<file path="src/design/hfvd_pkg.sv">
package hfvd_pkg;

	localparam int POS_W = 16;
	localparam int QUEUE_DEPTH = 2;

	// Byte positions, lengths and the shoot slot inside a frame.
	localparam logic [POS_W-1:0] POS_HEADER_FIRST = 16'd0;
	localparam logic [POS_W-1:0] POS_HEADER_SECOND = 16'd1;
	localparam logic [POS_W-1:0] POS_KIND = 16'd4;
	localparam logic [POS_W-1:0] POS_CSUM_HIGH = 16'd7;
	localparam logic [POS_W-1:0] POS_FIELD_FIRST = 16'd8;
	localparam logic [POS_W-1:0] POS_FIELD_LAST = 16'd14;
	localparam logic [POS_W-1:0] POS_SHOOT = 16'd17;
	localparam logic [POS_W-1:0] SHORT_MAX_LEN = 16'd8;
	localparam logic [POS_W-1:0] CSUM_PAD_LEN = 16'd7;
	localparam logic [2:0] SLOT_SHOOT = 3'd7;

	// Configuration register indexes.
	localparam logic [1:0] REG_HEADER_FIRST = 2'd0;
	localparam logic [1:0] REG_HEADER_SECOND = 2'd1;
	localparam logic [1:0] REG_ARMOR_KIND = 2'd2;
	localparam logic [1:0] REG_BUFF_KIND = 2'd3;

	localparam logic [1:0] STATUS_OK = 2'd0;
	localparam logic [1:0] STATUS_TOO_SHORT = 2'd1;
	localparam logic [1:0] STATUS_BAD_HEADER = 2'd2;
	localparam logic [1:0] STATUS_BAD_SUM = 2'd3;

	localparam logic [1:0] KIND_OTHER = 2'd0;
	localparam logic [1:0] KIND_ARMOR = 2'd1;
	localparam logic [1:0] KIND_BUFF = 2'd2;

	typedef struct packed {
		logic [7:0] data_byte;
		logic       last_byte;
	} in_item_t;

	typedef struct packed {
		logic [1:0]         status;
		logic [1:0]         packet_kind;
		logic [7:0]         target_found;
		logic [31:0]        yaw_bits;
		logic signed [15:0] pitch_value;
		logic [7:0]         shoot_flag;
		logic [15:0]        sum_computed;
	} out_item_t;

	typedef struct packed {
		logic [7:0] header_first;
		logic [7:0] header_second;
		logic [7:0] armor_kind_code;
		logic [7:0] buff_kind_code;
	} cfg_t;

	// One classified byte as handed from the front end to the back end.
	typedef struct packed {
		logic [7:0] data;
		logic       last;
		logic       take;
		logic       odd;
		logic       csum_high;
		logic       hdr_first;
		logic       hdr_second;
		logic       kind;
		logic       capture;
		logic [2:0] slot;
		logic       pad;
		logic       too_short;
	} fe_entry_t;

endpackage

</file>
<file path="src/design/host_frame_verify_decode_top.sv">
// Frame checker and decoder: takes one received byte per transfer on the input
// channel and, at the byte flagged last, gives one result with the frame status
// (ok, too short, bad header, checksum mismatch), the packet kind and, for a
// buff packet, its decoded fields; every result also carries the computed word
// sum. A byte is taken every cycle while the queue has room; the front end
// counts positions, a two-entry queue decouples it from the back end that
// accumulates the sum and captures fields, and the result register holds the
// outcome. The user must write header and kind codes through the config port
// only while no frame is in flight; the block itself does not enforce this.
// Frames longer than MAX_FRAME_BYTES keep counting only up to that limit.
module host_frame_verify_decode_top
	import hfvd_pkg::*;
#(
	parameter int MAX_FRAME_BYTES = 65535
) (
	input  logic      clk,
	input  logic      arst_n,
	input  logic      in_valid,
	output logic      in_ready,
	input  in_item_t  in_data,
	output logic      out_valid,
	input  logic      out_ready,
	output out_item_t out_data,
	input  logic      cfg_we,
	input  logic [1:0] cfg_index,
	input  logic [7:0] cfg_data
);

	cfg_t      cfg_q;
	logic      push_valid;
	logic      push_ready;
	fe_entry_t push_entry;
	logic      pop_valid;
	logic      pop;
	fe_entry_t pop_entry;

	always_ff @(posedge clk or negedge arst_n) begin
		if (!arst_n) begin
			cfg_q <= '0;
		end else if (cfg_we) begin
			unique case (cfg_index)
				REG_HEADER_FIRST:  cfg_q.header_first <= cfg_data;
				REG_HEADER_SECOND: cfg_q.header_second <= cfg_data;
				REG_ARMOR_KIND:    cfg_q.armor_kind_code <= cfg_data;
				REG_BUFF_KIND:     cfg_q.buff_kind_code <= cfg_data;
				default:           cfg_q <= cfg_q;
			endcase
		end
	end

	hfvd_front #(
		.MAX_FRAME_BYTES(MAX_FRAME_BYTES)
	) u_front (
		.clk(clk),
		.arst_n(arst_n),
		.in_valid(in_valid),
		.in_ready(in_ready),
		.in_data(in_data),
		.push_valid(push_valid),
		.push_ready(push_ready),
		.push_entry(push_entry)
	);

	hfvd_queue u_queue (
		.clk(clk),
		.arst_n(arst_n),
		.push_valid(push_valid),
		.push_ready(push_ready),
		.push_entry(push_entry),
		.pop_valid(pop_valid),
		.pop(pop),
		.pop_entry(pop_entry)
	);

	hfvd_back u_back (
		.clk(clk),
		.arst_n(arst_n),
		.cfg(cfg_q),
		.pop_valid(pop_valid),
		.pop(pop),
		.pop_entry(pop_entry),
		.out_valid(out_valid),
		.out_ready(out_ready),
		.out_data(out_data)
	);

endmodule

</file>
<file path="src/design/hfvd_front.sv">
module hfvd_front
	import hfvd_pkg::*;
#(
	parameter int MAX_FRAME_BYTES = 65535
) (
	input  logic      clk,
	input  logic      arst_n,
	input  logic      in_valid,
	output logic      in_ready,
	input  in_item_t  in_data,
	output logic      push_valid,
	input  logic      push_ready,
	output fe_entry_t push_entry
);

	localparam int CNT_W = $clog2(MAX_FRAME_BYTES + 1);

	logic [CNT_W-1:0] count_q;
	logic [POS_W-1:0] pos;
	logic [POS_W-1:0] len;
	logic             take;
	logic             accept;

	assign in_ready = push_ready;
	assign push_valid = in_valid;
	assign accept = in_valid && push_ready;

	assign take = count_q < CNT_W'(MAX_FRAME_BYTES);
	assign pos = POS_W'(count_q);
	assign len = take ? POS_W'(pos + 16'd1) : pos;

	always_comb begin
		push_entry = '0;
		push_entry.data = in_data.data_byte;
		push_entry.last = in_data.last_byte;
		push_entry.take = take;
		push_entry.odd = pos[0];
		push_entry.csum_high = pos == POS_CSUM_HIGH;
		push_entry.hdr_first = pos == POS_HEADER_FIRST;
		push_entry.hdr_second = pos == POS_HEADER_SECOND;
		push_entry.kind = pos == POS_KIND;
		push_entry.capture = (pos >= POS_FIELD_FIRST && pos <= POS_FIELD_LAST) ||
			pos == POS_SHOOT;
		push_entry.slot = (pos == POS_SHOOT) ? SLOT_SHOOT : 3'(pos - POS_FIELD_FIRST);
		// An odd-length frame folds its lone last byte into the sum, unless that
		// byte would be the low half of the checksum word.
		push_entry.pad = len[0] && len != CSUM_PAD_LEN;
		push_entry.too_short = len <= SHORT_MAX_LEN;
	end

	always_ff @(posedge clk or negedge arst_n) begin
		if (!arst_n) begin
			count_q <= '0;
		end else if (accept) begin
			if (in_data.last_byte) begin
				count_q <= '0;
			end else if (take) begin
				count_q <= CNT_W'(count_q + 1'b1);
			end
		end
	end

`ifndef SYNTH
	assert property (@(posedge clk) disable iff (!arst_n)
		count_q <= CNT_W'(MAX_FRAME_BYTES))
		else $error("byte counter ran past its saturation value");
	assert property (@(posedge clk) disable iff (!arst_n)
		(accept && in_data.last_byte) |=> count_q == '0)
		else $error("byte counter not cleared after the last byte of a frame");
`endif

endmodule

</file>
<file path="src/design/hfvd_queue.sv">
module hfvd_queue
	import hfvd_pkg::*;
(
	input  logic      clk,
	input  logic      arst_n,
	input  logic      push_valid,
	output logic      push_ready,
	input  fe_entry_t push_entry,
	output logic      pop_valid,
	input  logic      pop,
	output fe_entry_t pop_entry
);

	localparam int PTR_W = (QUEUE_DEPTH > 1) ? $clog2(QUEUE_DEPTH) : 1;
	localparam int CNT_W = $clog2(QUEUE_DEPTH + 1);

	fe_entry_t        slots_q [QUEUE_DEPTH];
	logic [PTR_W-1:0] wr_ptr_q;
	logic [PTR_W-1:0] rd_ptr_q;
	logic [CNT_W-1:0] cnt_q;
	logic             push;

	assign push_ready = cnt_q != CNT_W'(QUEUE_DEPTH);
	assign pop_valid = cnt_q != '0;
	assign pop_entry = slots_q[rd_ptr_q];
	assign push = push_valid && push_ready;

	always_ff @(posedge clk) begin
		if (push) begin
			slots_q[wr_ptr_q] <= push_entry;
		end
	end

	always_ff @(posedge clk or negedge arst_n) begin
		if (!arst_n) begin
			wr_ptr_q <= '0;
			rd_ptr_q <= '0;
			cnt_q <= '0;
		end else begin
			if (push) begin
				wr_ptr_q <= (wr_ptr_q == PTR_W'(QUEUE_DEPTH - 1)) ? '0 : PTR_W'(wr_ptr_q + 1'b1);
			end
			if (pop) begin
				rd_ptr_q <= (rd_ptr_q == PTR_W'(QUEUE_DEPTH - 1)) ? '0 : PTR_W'(rd_ptr_q + 1'b1);
			end
			if (push && !pop) begin
				cnt_q <= CNT_W'(cnt_q + 1'b1);
			end else if (pop && !push) begin
				cnt_q <= CNT_W'(cnt_q - 1'b1);
			end
		end
	end

`ifndef SYNTH
	assert property (@(posedge clk) disable iff (!arst_n)
		pop |-> cnt_q != '0)
		else $error("queue popped while empty");
	assert property (@(posedge clk) disable iff (!arst_n)
		cnt_q <= CNT_W'(QUEUE_DEPTH))
		else $error("queue occupancy above its depth");
`endif

endmodule

</file>
<file path="src/design/hfvd_back.sv">
module hfvd_back
	import hfvd_pkg::*;
(
	input  logic      clk,
	input  logic      arst_n,
	input  cfg_t      cfg,
	input  logic      pop_valid,
	output logic      pop,
	input  fe_entry_t pop_entry,
	output logic      out_valid,
	input  logic      out_ready,
	output out_item_t out_data
);

	logic [15:0] running_q;
	logic [7:0]  hold_q;
	logic        hdr_ok_q;
	logic [15:0] recv_q;
	logic [7:0]  kind_q;
	logic [63:0] cap_q;
	logic        out_valid_q;
	out_item_t   out_q;

	logic [15:0] word;
	logic [15:0] addend;
	logic [15:0] running_n;
	logic [7:0]  hold_n;
	logic        hdr_ok_n;
	logic [15:0] recv_n;
	logic [7:0]  kind_n;
	logic [63:0] cap_n;
	logic        took;
	out_item_t   result;

	// A frame's last byte waits only while the result register is still full.
	assign pop = pop_valid && (!pop_entry.last || !out_valid_q || out_ready);
	assign took = pop_entry.take;
	assign word = {pop_entry.data, hold_q};

	always_comb begin
		hold_n = (took && !pop_entry.odd) ? pop_entry.data : hold_q;
		hdr_ok_n = hdr_ok_q;
		if (took && pop_entry.hdr_first && pop_entry.data != cfg.header_first) begin
			hdr_ok_n = 1'b0;
		end
		if (took && pop_entry.hdr_second && pop_entry.data != cfg.header_second) begin
			hdr_ok_n = 1'b0;
		end
		kind_n = (took && pop_entry.kind) ? pop_entry.data : kind_q;
		recv_n = (took && pop_entry.csum_high) ? word : recv_q;
		cap_n = cap_q;
		if (took && pop_entry.capture) begin
			cap_n[{pop_entry.slot, 3'b000} +: 8] = pop_entry.data;
		end
		// A word add and the odd-length pad never fall on the same byte.
		if (took && pop_entry.odd && !pop_entry.csum_high) begin
			addend = word;
		end else if (pop_entry.last && pop_entry.pad) begin
			addend = {8'h00, hold_n};
		end else begin
			addend = '0;
		end
		running_n = running_q + addend;
	end

	always_comb begin
		result = '0;
		result.sum_computed = running_n;
		priority if (pop_entry.too_short) begin
			result.status = STATUS_TOO_SHORT;
		end else if (!hdr_ok_n) begin
			result.status = STATUS_BAD_HEADER;
		end else if (running_n != recv_n) begin
			result.status = STATUS_BAD_SUM;
		end else begin
			result.status = STATUS_OK;
		end
		if (result.status == STATUS_OK) begin
			priority if (kind_n == cfg.armor_kind_code) begin
				result.packet_kind = KIND_ARMOR;
			end else if (kind_n == cfg.buff_kind_code) begin
				result.packet_kind = KIND_BUFF;
			end else begin
				result.packet_kind = KIND_OTHER;
			end
		end
		if (result.packet_kind == KIND_BUFF) begin
			result.target_found = cap_n[7:0];
			result.yaw_bits = cap_n[39:8];
			result.pitch_value = cap_n[55:40];
			result.shoot_flag = cap_n[63:56];
		end
	end

	always_ff @(posedge clk or negedge arst_n) begin
		if (!arst_n) begin
			running_q <= '0;
			hold_q <= '0;
			hdr_ok_q <= 1'b1;
			recv_q <= '0;
			kind_q <= '0;
			cap_q <= '0;
			out_valid_q <= 1'b0;
		end else begin
			if (out_valid_q && out_ready) begin
				out_valid_q <= 1'b0;
			end
			if (pop) begin
				if (pop_entry.last) begin
					running_q <= '0;
					hold_q <= '0;
					hdr_ok_q <= 1'b1;
					recv_q <= '0;
					kind_q <= '0;
					cap_q <= '0;
					out_valid_q <= 1'b1;
				end else begin
					running_q <= running_n;
					hold_q <= hold_n;
					hdr_ok_q <= hdr_ok_n;
					recv_q <= recv_n;
					kind_q <= kind_n;
					cap_q <= cap_n;
				end
			end
		end
	end

	always_ff @(posedge clk) begin
		if (pop && pop_entry.last) begin
			out_q <= result;
		end
	end

	assign out_valid = out_valid_q;
	assign out_data = out_q;

`ifndef SYNTH
	assert property (@(posedge clk) disable iff (!arst_n)
		$rose(out_valid_q) |-> $past(pop && pop_entry.last))
		else $error("result raised without a frame end");
	assert property (@(posedge clk) disable iff (!arst_n)
		out_valid_q |-> (out_q.packet_kind == KIND_OTHER || out_q.status == STATUS_OK))
		else $error("packet kind given for a frame that failed its checks");
`endif

endmodule

</file>
<file path="config.mk">
export PLATFORM = sky130hd
export DESIGN_NAME = host_frame_verify_decode_top
export DESIGN_NICKNAME = d
export VERILOG_FILES = /design/src/design/hfvd_pkg.sv /design/src/design/host_frame_verify_decode_top.sv /design/src/design/hfvd_front.sv /design/src/design/hfvd_queue.sv /design/src/design/hfvd_back.sv
export SDC_FILE = /design/constraint.sdc
export NUM_CORES = 1
export LEC_CHECK = 0
export ABC_CLOCK_PERIOD_IN_PS = 15500
export BUFFER_PORTS_ARGS = -buffer_cell sky130_fd_sc_hd__buf_4
export CAP_MARGIN = 10
export CORE_MARGIN = 3
export CORE_UTILIZATION = 65
export CTS_CLUSTER_SIZE = 24
export DETAILED_ROUTE_END_ITERATION = 10
export GPL_TIMING_DRIVEN = 0
export PLACE_DENSITY = 0.86
export SYNTH_ARGS = -nofsm -noshare
export SYNTH_HDL_FRONTEND = slang
export SYNTH_SLANG_ARGS = --single-unit
</file>
<file path="constraint.sdc">
create_clock -name clk -period 15.5 [get_ports clk]
set_input_delay 3.1 -clock clk [delete_from_list [all_inputs] [get_ports clk]]
set_output_delay 3.1 -clock clk [all_outputs]
set_load 0.1 [all_outputs]
</file>
Word level (Yosys, flattened, before mapping)
Memories as Yosys holds them, arrays and structs flattened.
Cells that the tools add are included.

cells by class
  bitwise operators = 0
  divide/modulo/power cells = 0
  shifts and indexed selects = 2
  multipliers = 0
  reductions and logical operators = 37
  multiplexer cells = 33
  equality and inequality tests = 15
  add/sub/neg operators = 8
  order comparisons = 4

operators with widths
  cell                    count
  $mux 64                 2
  $mux 16                 6
  $bwmux 64               1
  $shift 8x8->64 const A  1
  $shiftx 8x8->64         1
  $mux 8                  5
  $eq 16x3->1 const B     2
  $le 16x4->1 const B     2
  $logic_and 1x1->1       19
  $add 16x1->16 const B   1
  $add 16x16->16          1
  $eq 16x1->1 const B     1
  $eq 16x5->1 const B     1
  $eq 8x8->1              2
  $ge 16x4->1 const B     1
  $logic_not 16->1        1
  $lt 16x16->1 const B    1
  $mux 2                  8
  $ne 16x16->1            1
  $ne 16x3->1 const B     1
  $ne 8x8->1              2
  $mux 1                  10
  $neg 6->8               1
  $reduce_and 2->1        4
  12 further kinds        24

storage, ports and cells
  ROM bits = 0
  word-level logic and storage cells = 122
  output and inout port bits = 86
  memories kept = 1
  bits in registers = 250
  RAM bits = 42
  bits in latches = 0

memories
  name             depth  width  read ports  clocked after memory_dff  write ports  line              source
  u_queue.slots_q  2      21     1           0                         1            hfvd_queue.sv:17  fe_entry_t slots_q [QUEUE_DEPTH];

Depth between registers and ports, before layout
An unclocked memory read counts as a cell.

  depth in word-level cells = 14
  mapped depth = 20

By module
From an unflattened synthesis, not the netlist that was laid out.

second synthesis, totals
  cells, all modules = 1430
  area total of the unflattened synthesis = 15275.9 µm²

by module, submodules not included
  module                        times used  seq. area each (µm²)  area an instance (µm²)  cells each
  hfvd_back                     1           5376.4                10805.4                 1090
  hfvd_queue                    1           1361.3                1721.7                  83
  hfvd_front                    1           400.4                 1536.5                  189
  host_frame_verify_decode_top  1           800.8                 1212.4                  68

Worst setup path after synthesis
No wires, ideal clock.

  path kind = input-to-reg
  start = input port out_ready
  end = register u_back.out_q, in the netlist u_back.out_data[0] (enable)
  stages on the path = 6
  path slack = 7.541 ns
  path buffers = 2
  data arrival time = 7.432 ns
  setup time = 0.527 ns
  cells stage by stage = nand2b_1 > o22a_1 > clkbuf_1 > inv_2 > buf_1 > nor2_1

between the ends
  word-level cells in the longest chain between the ends = 3

RTL lines
  item                  line                                source
  start, declared       host_frame_verify_decode_top.sv:22  input logic out_ready,
  $logic_or 1x1->1      hfvd_back.sv:36                     assign pop = pop_valid && (!pop_entry.last || !out_valid_q || out_ready);
  $logic_and 1x1->1     hfvd_back.sv:36
  $logic_and 1x1->1     hfvd_back.sv:130                    if (pop && pop_entry.last) begin
  end signal, assigned  hfvd_back.sv:131                    out_q <= result;
  end, declared         hfvd_back.sv:22                     out_item_t out_q;

No other way between the ends.
A chain may end at the register's enable or synchronous reset.

==> impl_metrics.csv <==
group,metric,value,unit
global_routing,wire_length_of_the_first_global_routing_pass,59610,um
place,dp_hpwl,26030,um
yosys,yosys-top-cells-area,"dfrtp_1 29%, edfxtp_1 26%, a22o_1 5.7%, mux2_2 3.4%, nor2_1 3.1%",
die,initial_core_util,0.6735,
clock_tree,clock_sinks,292,
place,port_buffers,109,
run,max_cap_viol_count,0,
die,die_w,154.7,um
yosys,complex_gate_fraction_of_the_synthesized_area,0.1772,
clock_tree,ctsHoldBuffers,0,
setup_path,crit_cells,19,
route,drt_wl_total,38020,um
yosys,synth-xor-area-share,0.04280,
yosys,synth_largest_type_area_fraction,0.2871,
clock_tree,postCtsSetupRepairBufs,0,
setup_path,critical_path.cell_chain,"buf_6 -> buf_4 -> buf_1 -> mux2_2 -> nand2_1 -> o21ai_1 -> a22o_1 -> ha_1 -> inv_1 -> fa_1 -> nand2b_1 -> a21oi_1 -> nor2_1 -> a211oi_1 -> xor2_1 -> nand4_1 -> or4_4 -> buf_6 -> a2111oi_0",
timing,finalWorstSetupSlack,8.901,ns
global_routing,overall_routing_resource_usage,0.3142,
clock_tree,clock_latency,0.56,ns
setup_path,critPathMaxFanout,10,
timing,period_minus_slack,6.599,ns
cells_and_area,total_area_of_multi_input_combinational_cells,0.006050,mm^2
route,drt_pre_antenna_iters,5,
yosys,synth_mux_area_frac,0.05229,
setup_path,cp-start-kind,"flop",
yosys,synth.distinct_cells,84,
route,drtIter0Drc,1069,
yosys,synthSimpleGateAreaFrac,0.1254,
min_path,worst_hold_path.num_cells,2,
timing,final_min_period_over_clock_period,0.4257,
place,placement.setup.worst_slack,9.261,ns
setup_path,crit_arrival,6.82,ns
place,post_dp_cell_area,0.01565,mm^2
setup_path,delay_heaviest_family_cp,"compound AO/OA/AOI/OAI gates",
cells_and_area,antennaDiodeCount,0,
global_routing,first_global_vias,11030,
timing,rsz_0062_raised_after_global_routing,"no",
yosys,dominant_combinational_cell_family_by_area_after_synthesis,"compound AO/OA/AOI/OAI gates",
setup_path,crit_slowest_cell,"a2111oi_0",
clock_tree,clockRootBuffer,"clkbuf_16",
min_path,hold_path.startpoint,"u_back.running_q[2]",
yosys,seq_area_frac_synth,0.5520,
pwr,irDropWorstVdd,149.5,uV
route,route.vias.total,11150,
route,wl_per_cell,22.55,um
route,viasPerCell,6.612,
run_status,status,"finished clean",
cells_and_area,nNetsFinal,1436,
setup_path,critPathKind,"flop to flop",
yosys,synth_edf_count,126,
clock_tree,clock_path_buffers,3,
cells_and_area,n_fill_cell,1337,
yosys,post_synth.cell_area_avg,11.58,um^2
timing,finClkSkew,0.01156,ns
clock_tree,clock_tree.htree_level_count,1,
cells_and_area,area_growth_syn_to_layout,15.51,%
clock_tree,tritoncts,"done",
setup_path,rr_worst_depth,19,
yosys,synth_seq_cells,292,
yosys,synth-main-ff-cell,"dfrtp_1",
min_path,min_path_type,"flop to flop",
global_routing,number_of_antenna_violations_at_the_first_check_in_global_routing,1,
timing,max_freq,0.1515,GHz
die,floorplan.die.height,154.7,um
pwr,p_per_area,235.6,mW/mm^2
timing,finalMaxSlewViolations,0,
setup_path,cp-end-kind,"flop",
clock_tree,cts_inserted_buffers,30,
yosys,post-synth-top-area-cell,"dfrtp_1",
die,io-pin-count,110,
pwr,power.total,3.914,mW
yosys,synth.net_count,1291,
timing,slew_headroom,0.2347,
cells_and_area,design_area,0.01661,mm^2
die,core_area,0.02135,mm^2
setup_path,timing.critical_path.from,"u_queue.rd_ptr_q",
route,drtAntennaViolNets,0,
cells_and_area,post_route_cells_drive_above_1_share,0.1892,
place,routabilityCongestion,0.9773,
yosys,synth_adder_area_share,0.02227,
timing,slew_at_the_pin_closest_to_its_max_slew_limit,1.116,ns
setup_path,critical_path_required,15.72,ns
setup_path,critical-path-max-stage-delay,0.80,ns
setup_path,crit_path_frequent_cell,"buf_6",
pwr,leakage_power_summed_over_all_cells,6.731,nW
timing,setup_total_negative_slack,0,ns
setup_path,worstReg2RegStart,"u_queue.rd_ptr_q",
timing,final-setup-viol-count,0,
global_routing,grt_remaining_overflow,0,
yosys,yosysWarningCount,0,
die,rows,53,
yosys,postSynthCellCount,1242,
cells_and_area,seq_area,0.007939,mm^2
clock_tree,clkSlewWorstSetupHoldPaths,0.06,ns
yosys,post_synth_instance_area,0.01438,mm^2
clock_tree,post_cts_resized,0,
global_routing,grt_max_degree,123,
route,total_drc_errors_in_the_routed_layout,0,
timing,timing_hold_violations_final,0,
yosys,synth-async-reset-ratio,0.5685,
setup_path,critPathBufInv,5,
die,die_area,0.02395,mm^2
[path summary, 6_finish.rpt]
check / slack, ns / end
worst max-delay path: 8.90 / u_back.out_data[28]
worst min-delay path: 0.49 / u_back.running_q[2]
worst max register to register: 8.90 / u_back.out_data[28]
worst min register to register: 0.49 / u_back.running_q[2]
max in group asynchronous: 12.09 / u_back.out_valid
min in group asynchronous: 2.44 / cfg_q[25]
[logic make-up after synthesis]
family / count (synthesis)
muxes: 69
DFF: 292
buffers and inverters: 89
and+or+nand+nor: 368
xor gates and xnor gates: 65
AOI/OAI and AO/OA: 334
adders and majority gates: 25
[worst reg2reg max path, delay by kind of cell (launching register included)]
| family | cells | cell delay, ns |
|---|---|---|
| xor gates and xnor gates | 1 | 0.21 |
| adders and majority gates | 2 | 0.62 |
| muxes | 1 | 0.41 |
| and+or+nand+nor | 5 | 1.13 |
| AOI/OAI and AO/OA | 5 | 2.37 |
| buffers and inverters | 5 | 1.11 |
| DFF | 1 | 0.42 |
[stage by stage]
stage / hold slack [ns] / util / instances
2_1_floorplan: 0.4447 / - / 1242
3_3_place_gp: 0.4591 / 0.7279 / 1626
3_5_place_dp: 0.4712 / 0.7330 / 1630
4_1_cts: 0.4845 / 0.7780 / 1686
5_1_grt: 0.5152 / 0.7780 / 1686
6_report: 0.4887 / 0.7780 / 1686
[placed cells by master, fill, tap and decap left out, types with 7 or more instances in the layout]
cell / count
a21o_1: 8
nand2_1: 79
inv_1: 15
a22o_1: 94
mux2i_1: 23
o21ai_0: 73
nand4_1: 16
buf_4: 111
dfrtp_1: 165
xnor2_1: 44
and3_1: 10
buf_2: 13
edfxtp_1: 126
a31oi_1: 13
and2_1: 7
nand2b_1: 7
nor3_1: 51
a21oi_1: 72
clkbuf_1: 56
a2111oi_2: 10
a2111oi_4: 9
nor4_1: 9
clkbuf_16: 31
ha_1: 24
nor2_1: 118
xor2_1: 18
mux2_2: 44
nand3_1: 26
[Yosys cell counts (all sizes together) (25+ instances only)]
| cell type | instances |
|---|---|
| nor2 | 120 |
| a22o | 94 |
| a21oi | 74 |
| dfrtp | 165 |
| nand3 | 26 |
| xnor2 | 44 |
| nand2 | 79 |
| edfxtp | 126 |
| a2111oi | 25 |
| o21ai | 82 |
| mux2 | 46 |
| nor3 | 52 |
| clkbuf | 48 |
[layout make-up]
type / instances / area share
flip-flops and latches: 292 / 0.4779
repair buffers: 113 / 0.05513
clock buffers: 41 / 0.05016
well taps: 275 / 0.02071
inverters: 17 / 0.003841
multi-input cells: 861 / 0.3642
clock inverters: 15 / 0.007682
plain buffers: 72 / 0.02041
[per-layer routing]
metal	wire length [um]	global-route usage	vias up
met3	3497	0.05204	129
met1	14730	0.4276	5415
met2	17980	0.5046	643
met5	13	0	-
met4	1798	0.1379	2
li1	-	-	4959
[registers in the layout, indices dropped and copies added (netlist names), 2 cells and up]
register,count
u_back.out_data,84
u_back.cap_q,64
u_queue.slots_q,42
cfg_q,32
u_back.recv_q,16
u_back.running_q,16
u_front.count_q,16
u_back.hold_q,8
u_back.kind_q,8
u_queue.cnt_q,2
[report_power, final]
group          internal [mW]  switching (mW)
Sequential              1.07           0.110
Clock                  0.408           0.297
Combinational          0.529            1.50
Total                   2.00            1.91
Note: power is estimated with default switching activity, not from simulation.
